## config.mk

```make
export PLATFORM = sky130hd
export DESIGN_NAME = auto_door_presence_controller
export DESIGN_NICKNAME = d
export VERILOG_FILES = /design/src/rtl/adpc_pkg.sv /design/src/rtl/auto_door_presence_controller.sv
export SDC_FILE = /design/constraint.sdc
export NUM_CORES = 1
export LEC_CHECK = 0
export CAP_MARGIN = 10
export CORE_UTILIZATION = 52
export CTS_CLUSTER_SIZE = 10
export DETAILED_ROUTE_END_ITERATION = 8
export DONT_BUFFER_PORTS = 1
export HOLD_SLACK_MARGIN = 0.03
export PLACE_DENSITY_LB_ADDON = 0.08
export SKIP_CTS_REPAIR_TIMING = 1
export SYNTH_ARGS = -nofsm -noshare
export SYNTH_HDL_FRONTEND = slang
export SYNTH_SLANG_ARGS = --single-unit
```

## constraint.sdc

```tcl
create_clock -name clk_i -period 15.9 [get_ports clk_i]
set_input_delay 1.59 -clock clk_i [delete_from_list [all_inputs] [get_ports clk_i]]
set_output_delay 1.59 -clock clk_i [all_outputs]
set_load 0.02 [all_outputs]
```

## src/rtl/adpc_pkg.sv

```systemverilog
// ----------------------------------------------------------------------------
// adpc_pkg: shared types and constants for the presence-sensing door controller
// Field widths, register indexes, door states and angle helpers.
// ----------------------------------------------------------------------------
`default_nettype none

package adpc_pkg;

  localparam int unsigned TimeW  = 32;
  localparam int unsigned DistW  = 16;
  localparam int unsigned AngleW = 8;
  localparam int unsigned CfgW   = 16;
  localparam int unsigned CfgIdxW = 3;

  localparam int unsigned InDataW  = 64;
  localparam int unsigned OutDataW = 16;

  localparam logic [AngleW-1:0] MaxAngle = 8'd180;
  localparam logic [AngleW-1:0] OpenAngleRst = 8'd90;

  // configuration register indexes
  localparam logic [CfgIdxW-1:0] CfgBaseline  = 3'd0;
  localparam logic [CfgIdxW-1:0] CfgThreshold = 3'd1;
  localparam logic [CfgIdxW-1:0] CfgDebounce  = 3'd2;
  localparam logic [CfgIdxW-1:0] CfgTimeout   = 3'd3;
  localparam logic [CfgIdxW-1:0] CfgCloseDly  = 3'd4;
  localparam logic [CfgIdxW-1:0] CfgOpenAng   = 3'd5;
  localparam logic [CfgIdxW-1:0] CfgCloseAng  = 3'd6;

  typedef enum logic [1:0] {
    DOOR_CLOSED    = 2'd0,
    DOOR_OPEN      = 2'd1,
    DOOR_WAIT_CLOSE = 2'd2
  } door_e;

  typedef struct packed {
    logic [DistW-1:0]  distance;
    logic              dist_valid;
    logic [AngleW-1:0] remote_angle;
    logic              remote_cmd_valid;
    logic              remote_mode;
    logic [TimeW-1:0]  now_ms;
  } tick_t;

  typedef struct packed {
    door_e             door_state;
    logic [AngleW-1:0] servo_angle;
    logic              angle_write;
  } result_t;

  function automatic logic [AngleW-1:0] sat_angle(input logic [AngleW-1:0] a);
    return (a > MaxAngle) ? MaxAngle : a;
  endfunction

endpackage

`default_nettype wire

```

## src/rtl/auto_door_presence_controller.sv

```systemverilog
// The result of a taken request goes to the result register, or to a skid
// register that keeps the slave side open while one result waits at a stalled
// head. Throughput: one request per cycle while the skid register is empty; the
// tick is evaluated in one compare-and-subtract pass ahead of the result register.
// Reset: asynchronous, active low; door closed, all timers zero, registers at
// their defaults, no result produced.
// ----------------------------------------------------------------------------
// auto_door_presence_controller
// Debounced distance-based presence detection, door state machine and
// remote servo override, one tick per request.
// ----------------------------------------------------------------------------
`default_nettype none

module auto_door_presence_controller (
  input  wire logic                             clk_i,
  input  wire logic                             rst_ni,
  // configuration writes
  input  wire logic                             cfg_we_i,
  input  wire logic [adpc_pkg::CfgIdxW-1:0]     cfg_idx_i,
  input  wire logic [adpc_pkg::CfgW-1:0]        cfg_data_i,
  // ticks in
  input  wire logic                             s_axis_tvalid_i,
  output      logic                             s_axis_tready_o,
  // now_ms[31:0], remote_mode[32], remote_cmd_valid[33], remote_angle[41:34],
  // dist_valid[42], distance[58:43], zero[63:59]
  input  wire logic [adpc_pkg::InDataW-1:0]     s_axis_tdata_i,
  // results out
  output      logic                             m_axis_tvalid_o,
  input  wire logic                             m_axis_tready_i,
  // angle_write[0], servo_angle[8:1], door_state[10:9], zero[15:11]
  output      logic [adpc_pkg::OutDataW-1:0]    m_axis_tdata_o
);

  localparam int unsigned ResW = $bits(adpc_pkg::result_t);

  // configuration
  logic [adpc_pkg::DistW-1:0]  baseline_q, threshold_q;
  logic [adpc_pkg::CfgW-1:0]   debounce_q, timeout_q, close_dly_q;
  logic [adpc_pkg::AngleW-1:0] open_ang_q, close_ang_q;

  // tick state
  adpc_pkg::door_e             door_q, door_d;
  logic [adpc_pkg::TimeW-1:0]  last_seen_q, last_seen_d;
  logic [adpc_pkg::TimeW-1:0]  close_start_q, close_start_d;
  logic [adpc_pkg::TimeW-1:0]  detect_start_q, detect_start_d;
  logic                        detecting_q, detecting_d;
  logic                        prev_remote_q;

  // output stage
  logic                        out_valid_q, out_valid_d;
  logic                        skid_valid_q, skid_valid_d;
  adpc_pkg::result_t           out_data_q, out_data_d;
  adpc_pkg::result_t           skid_data_q, skid_data_d;

  adpc_pkg::tick_t             tick;
  adpc_pkg::result_t           res;
  logic                        accept, drain;

  assign tick = adpc_pkg::tick_t'(s_axis_tdata_i[$bits(adpc_pkg::tick_t)-1:0]);

  assign s_axis_tready_o = !skid_valid_q;
  assign accept          = s_axis_tvalid_i && s_axis_tready_o;
  assign drain           = out_valid_q && m_axis_tready_i;

  assign m_axis_tvalid_o = out_valid_q;
  assign m_axis_tdata_o  = {{(adpc_pkg::OutDataW-ResW){1'b0}}, out_data_q};

  // ---------------------------------------------------------------------------
  // Configuration registers
  // ---------------------------------------------------------------------------
  always_ff @(posedge clk_i or negedge rst_ni) begin
    if (!rst_ni) begin
      baseline_q  <= '0;
      threshold_q <= '0;
      debounce_q  <= '0;
      timeout_q   <= '0;
      close_dly_q <= '0;
      open_ang_q  <= adpc_pkg::OpenAngleRst;
      close_ang_q <= '0;
    end else if (cfg_we_i) begin
      case (cfg_idx_i)
        adpc_pkg::CfgBaseline:  baseline_q  <= cfg_data_i;
        adpc_pkg::CfgThreshold: threshold_q <= cfg_data_i;
        adpc_pkg::CfgDebounce:  debounce_q  <= cfg_data_i;
        adpc_pkg::CfgTimeout:   timeout_q   <= cfg_data_i;
        adpc_pkg::CfgCloseDly:  close_dly_q <= cfg_data_i;
        adpc_pkg::CfgOpenAng:   open_ang_q  <= cfg_data_i[adpc_pkg::AngleW-1:0];
        adpc_pkg::CfgCloseAng:  close_ang_q <= cfg_data_i[adpc_pkg::AngleW-1:0];
        default: ;
      endcase
    end
  end

  // ---------------------------------------------------------------------------
  // Tick evaluation
  // ---------------------------------------------------------------------------
  logic                        leave;
  adpc_pkg::door_e             door_0;
  logic                        detecting_0;
  logic [adpc_pkg::TimeW-1:0]  last_seen_0, close_start_0, det_start_eff;
  logic signed [adpc_pkg::DistW+1:0] drop;
  logic                        detect, present;
  logic [adpc_pkg::TimeW-1:0]  det_elapsed, seen_elapsed, close_elapsed;

  always_comb begin
    leave        = prev_remote_q && !tick.remote_mode;
    door_0       = leave ? adpc_pkg::DOOR_CLOSED : door_q;
    last_seen_0  = leave ? tick.now_ms : last_seen_q;
    close_start_0 = leave ? '0 : close_start_q;
    detecting_0  = leave ? 1'b0 : detecting_q;

    drop   = $signed({2'b00, baseline_q}) - $signed({2'b00, tick.distance});
    detect = drop >= $signed({2'b00, threshold_q});

    det_start_eff = detecting_0 ? detect_start_q : tick.now_ms;
    det_elapsed   = tick.now_ms - det_start_eff;

    door_d         = door_0;
    last_seen_d    = last_seen_0;
    close_start_d  = close_start_0;
    detect_start_d = detect_start_q;
    detecting_d    = detecting_0;

    res.angle_write = leave;
    res.servo_angle = leave ? adpc_pkg::sat_angle(close_ang_q) : '0;

    if (tick.remote_mode) begin
      if (tick.remote_cmd_valid) begin
        res.angle_write = 1'b1;
        res.servo_angle = adpc_pkg::sat_angle(tick.remote_angle);
      end
    end else if (tick.dist_valid) begin
      if (detect) begin
        detecting_d    = 1'b1;
        detect_start_d = det_start_eff;
        if (det_elapsed >= {{(adpc_pkg::TimeW-adpc_pkg::CfgW){1'b0}}, debounce_q}) begin
          last_seen_d = tick.now_ms;
        end
      end else begin
        detecting_d = 1'b0;
      end
    end

    seen_elapsed  = tick.now_ms - last_seen_d;
    close_elapsed = tick.now_ms - close_start_0;
    present = seen_elapsed < {{(adpc_pkg::TimeW-adpc_pkg::CfgW){1'b0}}, timeout_q};

    if (!tick.remote_mode && tick.dist_valid) begin
      case (door_0)
        adpc_pkg::DOOR_OPEN: begin
          if (!present) begin
            door_d        = adpc_pkg::DOOR_WAIT_CLOSE;
            close_start_d = tick.now_ms;
          end
        end
        adpc_pkg::DOOR_WAIT_CLOSE: begin
          if (present) begin
            door_d = adpc_pkg::DOOR_OPEN;
          end else if (close_elapsed >=
                       {{(adpc_pkg::TimeW-adpc_pkg::CfgW){1'b0}}, close_dly_q}) begin
            door_d          = adpc_pkg::DOOR_CLOSED;
            res.angle_write = 1'b1;
            res.servo_angle = adpc_pkg::sat_angle(close_ang_q);
          end
        end
        default: begin
          door_d = adpc_pkg::DOOR_CLOSED;
          if (present) begin
            door_d          = adpc_pkg::DOOR_OPEN;
            res.angle_write = 1'b1;
            res.servo_angle = adpc_pkg::sat_angle(open_ang_q);
          end
        end
      endcase
    end

    res.door_state = door_d;
  end

  always_ff @(posedge clk_i or negedge rst_ni) begin
    if (!rst_ni) begin
      door_q         <= adpc_pkg::DOOR_CLOSED;
      last_seen_q    <= '0;
      close_start_q  <= '0;
      detect_start_q <= '0;
      detecting_q    <= 1'b0;
      prev_remote_q  <= 1'b0;
    end else if (accept) begin
      door_q         <= door_d;
      last_seen_q    <= last_seen_d;
      close_start_q  <= close_start_d;
      detect_start_q <= detect_start_d;
      detecting_q    <= detecting_d;
      prev_remote_q  <= tick.remote_mode;
    end
  end

  // ---------------------------------------------------------------------------
  // Result register with skid stage
  // ---------------------------------------------------------------------------
  always_comb begin
    out_valid_d  = out_valid_q;
    skid_valid_d = skid_valid_q;
    out_data_d   = out_data_q;
    skid_data_d  = skid_data_q;
    if (skid_valid_q) begin
      // slave side is closed; move the parked result up once the head drains
      if (drain) begin
        out_data_d   = skid_data_q;
        skid_valid_d = 1'b0;
      end
    end else if (accept) begin
      if (!out_valid_q || drain) begin
        out_data_d  = res;
        out_valid_d = 1'b1;
      end else begin
        skid_data_d  = res;
        skid_valid_d = 1'b1;
      end
    end else if (drain) begin
      out_valid_d = 1'b0;
    end
  end

  always_ff @(posedge clk_i or negedge rst_ni) begin
    if (!rst_ni) begin
      out_valid_q  <= 1'b0;
      skid_valid_q <= 1'b0;
    end else begin
      out_valid_q  <= out_valid_d;
      skid_valid_q <= skid_valid_d;
    end
  end

  always_ff @(posedge clk_i) begin
    out_data_q  <= out_data_d;
    skid_data_q <= skid_data_d;
  end

endmodule

`default_nettype wire
```

---- Word-level counts from Yosys, hierarchy flattened ----
Cells that the tools add are included.
word-level totals
  register bits after elaboration ......... 220
  input bits .............................. 88
  output and inout bits ................... 18
  word-level logic and storage cells ...... 111
cells by class
  add/sub/neg operators ................... 4
  $lt $le $gt $ge ......................... 7
  eq/ne operators ......................... 10
  muxes and demuxes ....................... 43
  bitwise operators ....................... 3
  reductions and logical operators ........ 23
operators with widths
  operator                                        number
  two-way mux 32 bit                              10
  subtractor 32 bit                               3
  >= comparator 32 x 16 -> 1 bit                  2
  two-way mux 9 bit                               6
  two-way mux 11 bit                              4
  less-than comparator 32 x 16 -> 1 bit           1
  two-way mux 8 bit                               4
  > comparator 8 bit (second input constant)      3
  one-hot mux 9 bit (2 select lines)              1
  >= comparator 17 bit                            1
  subtractor 16 x 16 -> 17 bit                    1
  AND reduction 2 bit                             7
  two-way mux 1 bit                               12
  two-way mux 2 bit                               5
  == test 3 bit (second input constant)           3
  AND reduction 3 bit                             3
  == test 3 x 2 -> 1 bit (second input constant)  2
  nonzero test 2 bit                              3
  logical AND 1 bit                               4
  != test 2 x 1 -> 1 bit (second input constant)  2
  one-hot mux 2 bit (2 select lines)              1
  AND reduction 4 bit                             1
  == test 3 x 1 -> 1 bit (second input constant)  1
  zero test 1 bit                                 3
  other kinds (5)                                 7

---- Logic depth before layout (Yosys ltp) ----
Gate-level depths: netlist (run 1).
  depth after elaboration ................. 18
  depth in mapped cells ................... 54
  mapped depth without buffers ............ 50

---- Least setup slack after synthesis (run 1) ----
OpenSTA, ideal clock, no wires.
  path type ............................... input -> register
  start point ............................. input s_axis_tdata_i[32] (netlist bit)
  end point ............................... register out_data_q, in the netlist m_axis_tdata_o[7], data pin
  setup time .............................. 260 ps
  arrival time ............................ 11,875 ps
  required time ........................... 15,640 ps
  path slack .............................. 3,765 ps
  stages on the path ...................... 45
  cell sequence ........................... nor2b_1 > nor2_1 > clkbuf_1 > clkbuf_1 > mux2i_1 > ha_1 > nand2_1 > or3_1 > or2_1 > nor2_1 > nor3_1 > xnor2_1 > ha_1 > and4_1 > a211oi_1 > o2111ai_1 > a221o_1 > or4b_1 > [9 not listed] > o211ai_1 > nand2_1 > a21o_1 > a21oi_1 > xnor2_1 > ha_1 > nor2b_1 > o21ai_0 > o2111ai_1 > a211oi_1 > o2111a_1 > nand4_1 > nor4b_1 > nand2_1 > o31ai_1 > mux2_2 > or4_4 > mux2_4
RTL lines
  item                  line                                  text
  start, declared       auto_door_presence_controller.sv:26   input wire logic [adpc_pkg::InDataW-1:0] s_axis_tdata_i,
  end signal, assigned  auto_door_presence_controller.sv:236  out_data_q <= out_data_d;
  end, declared         auto_door_presence_controller.sv:52   adpc_pkg::result_t out_data_q, out_data_d;

==> out/metrics.csv, run 1 <==
metric;value;unit
yosysWarnings;0;
cp_top_family;compound AO/OA/AOI/OAI gates;
syn_area;17700;sq um
wl;48900;um
core;33500;sq um
critPathMaxFanout;45;
cts_tree;done;
slowest_delay;0.60;ns
tightest_slew;1.03;ns
drc;0;
fillers;3145;
outcome;completed;
clkSlewWorstSetupHoldPaths;0.06;ns
setup_viol;0;
drt_iter0_markers;984;
crit_required;16.20;ns
grt_pass1_wl;78600;um
clock_latency;0.57;ns
via_per_inst;6.02;
crit_arrival;13.84;ns
cts_root_buffer;clkbuf_16;
grt_util_all_layers;28.0;%
antenna_found_initial;0;
regArea;5620;sq um
crit_type;primary input to flip-flop;
fin_crit;13.55;ns
die_area;34800;sq um
avgRoutedWirePerCell;19.8;um
clock_path_buffers;3;
nets;2256;
yosys-top-cells-area;dfrtp_1 (27%), ha_1 (12%), o21ai_0 (5.0%), nand2_1 (4.9%), mux2_2 (4.1%);
ys.flop_type;dfrtp_1;
grt_pass1_vias;14600;
timing.final.crit_share;85.2;%
synth_seq_area_share;31.7;%
whs;0.476;ns
cp_slowest_cell;or2_2;
chipHeight;187;um
synth.avg_cell_area;8.69;sq um
synth_top_area_cell;dfrtp_1;
port_buffers;0;
postRouteAntennaNets;0;
synth-async-reset-ratio;90.0;%
rsz0062_at_grt;no;
hold_class;flip-flop to flip-flop;
slew_violations;0;
ys_ff_latch;220;
drive_gt1_share;7.92;%
fin_setup_tns;0;ns
critPathBufInv;4;
grt_max_degree;199;
powerDensity;146;nW/um^2
ios;106;
maxCapViolCount;0;
ir_drop;0.130;mV
cts_htree_levels;1;
critPathLaunchType;primary input;
drt_first_pass_iters;4;
skew;0.0274;ns
rows;67;
initial_core_util;52.8;%
die_w;187;um
final_cells;2469;
gp_congestion;0.907;
vias;14900;
dp_hpwl;37000;um
synth.distinct_cells;97;
syn_to_final_growth;6.85;%
numCtsBuffers;28;
dp_cells;2417;
multi_input_area;11300;sq um
slew_headroom;31.1;%
cp-end-kind;flip-flop;
synth_top_area_share;27.4;%
diodes;0;
leakagePower;0.00816;uW
netlist_instances;2038;
fmax;0.0738;GHz
synth_edf_count;22;
hold_viol_final;0;
clock_sinks;220;
overflow;0;
-- sequential cells by signal (all words and copies together) (netlist names), 2 cells and up --
signal,count
close_start_q,32
detect_start_q,32
last_seen_q,32
baseline_q,16
close_dly_q,16
debounce_q,16
threshold_q,16
timeout_q,16
m_axis_tdata_o,11
skid_data_q,11
close_ang_q,8
open_ang_q,8
door_q,2
-- worst min-delay path: stages (launching register included) --
cell and delay [ns]:
dfrtp_1 0.34, nand2_1 0.05, o21ai_0 0.06
-- cell type report --
type / instances / share of cell area, %
well taps: 448 / 2.96
flip-flops and latches: 220 / 29.7
repair buffers: 16 / 0.635
inverters: 132 / 2.62
clock inverters: 4 / 0.119
multi-input cells: 1601 / 59.6
clock buffers: 48 / 4.37
-- through the flow --
stage	utilization [%]	instance area [sq um]	total power [uW]	setup slack (ns)
floorplan	-	17700	1860	3.76
global placement	53.9	18100	2130	1.93
CTS	56.4	18900	2770	2.34
detailed placement	53.9	18100	2160	1.80
finish	56.4	18900	2760	2.35
global route	56.4	18900	2990	1.53
-- cells in the final DEF (no fill, tap or decap), types with 29 or more instances in the layout --
cell	synthesis	layout
a21oi_1	139	139
ha_1	166	166
o21ai_0	178	178
mux2_2	65	65
nand2_1	232	231
inv_1	131	131
xnor2_1	47	47
a22o_1	35	35
nor2_1	119	116
clkbuf_16	0	29
a21o_1	41	41
mux2i_1	64	64
xor2_1	32	32
dfrtp_1	194	194
nor2b_1	36	36
nand2b_1	41	40
nand4_1	29	29
-- layer usage --
metal / GRT usage [%] / wire length, um / vias up
li1: - / - / 7327
met1: 40.4 / 23900 / 7125
met2: 44.5 / 21700 / 360
met3: 3.87 / 2250 / 56
met4: 6.40 / 998 / 0
met5: 0 / 0 / -
-- cell usage after synthesis (all sizes together) (21+ instances only) --
cell type,instances
a21o,41
a21oi,141
a22o,35
buf,21
clkbuf,68
dfrtp,194
edfxtp,22
ha,166
inv,131
mux2,67
mux2i,64
nand2,232
nand2b,42
nand3,21
nand4,29
nor2,119
nor2b,36
nor3,30
o21a,27
o21ai,187
xnor2,47
xor2,33
-- report_power, final --
group	internal, uW	switching, uW
Clock	350	246
Combinational	559	772
Sequential	724	109
Total	1630	1130
-- kinds of logic after synthesis --
kind of cell / share of synthesized area [%]
and+or+nand+nor: 16.5
buffers and inverters: 4.91
DFF: 31.7
other: 0.0212
AOI/OAI and AO/OA: 22.3
adders and majority gates: 12.6
xor gates and xnor gates: 4.00
muxes: 7.92
-- final timing paths --
| kind | end | from | cells after the start | slack (ns) |
|---|---|---|---|---|
| max | m_axis_tdata_o[7] | s_axis_tdata_i[32] | 51 | 2.35 |
| min | last_seen_q[3] | last_seen_q[3] | 2 | 0.48 |
| max reg2reg | m_axis_tdata_o[7] | detecting_q | 50 | 2.79 |
| min reg2reg | last_seen_q[3] | last_seen_q[3] | 2 | 0.48 |
| max in group asynchronous | last_seen_q[6] | rst_ni | 0 | 14.78 |
| min in group asynchronous | close_dly_q[9] | rst_ni | 0 | 0.76 |
No activity file was read; power rests on OpenSTA's default activity.
==> run 2, diff against run 1 <==
- BUFFER_PORTS_ARGS: unset -> -buffer_cell sky130_fd_sc_hd__buf_2
- DONT_BUFFER_PORTS: 1 -> unset
- PLACE_DENSITY: unset -> 0.73
- PLACE_DENSITY_LB_ADDON: 0.08 -> unset
==> run 2 against run 1 <==
  * Power is 1.5% higher
  * Routed wire length rose by 0.25%
  * Setup slack worse by 0.035 ns
  * Clock skew shrank 0.0067 ns
  * Clock-buffer cell count fell by 8
  * Critical path depth rose by 3
  * Clock power shrank 3%
  * Combinational power is 6% higher
  * Core utilization increased by 1.4 points
  * Maximum frequency decreased by 0.26%
  * Highest routed layer unchanged
==> out/metrics.csv, run 2 (same netlist as run 1, synthesis figures left out) <==
metric;value;unit
outcome;completed;
crit_required;16.21;ns
rsz0062_at_grt;no;
clock_path_buffers;3;
slew_headroom;38.8;%
vias;15500;
critPathMaxFanout;29;
powerDensity;145;nW/um^2
initial_core_util;52.8;%
drt_iter0_markers;1023;
syn_to_final_growth;9.42;%
worstRegToRegCells;52;
cp_slowest_cell;or4b_1;
hp-start;last_seen_q[13];
slowest_delay;0.56;ns
rows;67;
critPathBufInv;6;
die_area;34800;sq um
die_w;187;um
fillers;3053;
met1Wirelength;22100;um
path_depth;54;
stdcell_area;19400;sq um
cts_tree;done;
crit_arrival;13.89;ns
final_cells;2559;
dp_cells;2513;
dp_slack;1.39;ns
postRouteAntennaNets;0;
drc;0;
ir_drop;0.0946;mV
fmax;0.0736;GHz
hold_viol_final;0;
port_buffers;95;
ios;106;
hold_class;flip-flop to flip-flop;
whs;0.474;ns
crit-reg2reg-capture;m_axis_tdata_o[7];
drt_first_pass_iters;6;
reg2reg_from;detecting_q;
placed_area;18600;sq um
grt_pass1_wl;78800;um
slew_violations;0;
wl;49000;um
overflow;0;
layout_common_cells;nand2_1 (231), dfrtp_1 (194), o21ai_0 (178);
crit_type;primary input to flip-flop;
clock_sinks;220;
cp-end-kind;flip-flop;
fin_crit;13.58;ns
core;33500;sq um
critPathLaunchType;primary input;
cp_top_family;compound AO/OA/AOI/OAI gates;
whs_endpoint;last_seen_q[13];
antenna_found_initial;2;
grt_util_all_layers;28.1;%
layout_commonest_cell;nand2_1;
multi_input_area;11300;sq um
nets;2352;
timing.final.crit_share;85.4;%
maxCapViolCount;0;
tightest_slew;0.914;ns
timing.reg2reg.setup_slack;2.92;ns
wl_met2;22700;um
drive_gt1_share;12.1;%
top_regs;close_start_q x32, detect_start_q x32, last_seen_q x32;
clkSlewWorstSetupHoldPaths;0.06;ns
via_per_inst;6.06;
skew;0.0207;ns
cts_htree_levels;1;
grt_max_degree;76;
numCtsBuffers;27;
worst_slack;2.32;ns
top_layer_used;met4;
fin_setup_tns;0;ns
grt_pass1_vias;15100;
gp_congestion;0.946;
hold_depth;2;
chipHeight;187;um
cts_root_buffer;clkbuf_16;
regArea;5620;sq um
avgRoutedWirePerCell;19.2;um
dp_hpwl;37400;um
wl_met3;2770;um
setup_viol;0;
clock_latency;0.57;ns
leakagePower;0.00853;uW
run 2: cell types whose count changed in the layout (fill, tap and decap cells not counted):
| cell | before | now |
|---|---|---|
| buf_4 | 16 | 17 |
| clkinv_2 | 3 | 2 |
| diode_2 | 0 | 2 |
| clkbuf_8 | 3 | 6 |
| clkinvlp_4 | 1 | 0 |
| nand2b_1 | 40 | 41 |
| clkbuf_1 | 16 | 8 |
| buf_2 | 0 | 95 |
| inv_16 | 0 | 1 |
| clkbuf_16 | 29 | 27 |
| nand2b_2 | 1 | 0 |
run 2: power breakdown:
group / switching, uW / internal (uW) / leakage, uW
combinational: 835 / 576 / 0.00542
clock: 244 / 333 / 0.000396
sequential: 89.2 / 723 / 0.00271
total: 1170 / 1630 / 0.00853
run 2: per-layer routing:
| metal | global-route usage [%] | vias to the layer above |
|---|---|---|
| met5 | 0 | - |
| met2 | 46.4 | 422 |
| li1 | - | 7505 |
| met1 | 37.8 | 7488 |
| met3 | 4.33 | 90 |
| met4 | 8.95 | 0 |
run 2: layout make-up:
cell class | instances | share of cell area, %
antenna | 2 | 0.0258
clock buffer | 40 | 4.00
clock inverter | 3 | 0.155
inverter | 132 | 2.56
multi-input combinational | 1601 | 58.2
sequential | 220 | 29.0
tap | 448 | 2.89
timing repair buffer | 113 | 3.18
run 2: worst max-delay path by stage:
stage | start | to | slack (ns)
6_report | s_axis_tdata_i[32] | m_axis_tdata_o[7] | 2.32
5_1_grt | s_axis_tdata_i[32] | m_axis_tdata_o[7] | 1.58
4_1_cts | s_axis_tdata_i[32] | m_axis_tdata_o[7] | 1.92
3_5_place_dp | s_axis_tdata_i[32] | m_axis_tdata_o[7] | 1.39
3_3_place_gp | s_axis_tdata_i[32] | m_axis_tdata_o[7] | 1.74
2_1_floorplan | s_axis_tdata_i[32] | m_axis_tdata_o[7] | 3.76
run 2: stage by stage:
stage               utilization [%]  total power [uW]
global placement               55.3              2170
detailed placement             55.3              2210
global route                   57.8              3020
CTS                            57.7              2800
floorplan                         -              1860
finish                         57.8              2800
run 2: worst register-to-register path: cells and delay by family, from the launching register on:
kind / cells / cell delay [ns]
flops: 1 / 0.54
xor+xnor: 1 / 0.16
buf+inv: 5 / 1.17
mux: 3 / 0.92
compound gates: 21 / 4.66
fa+ha+maj: 5 / 1.38
simple gates: 17 / 3.90
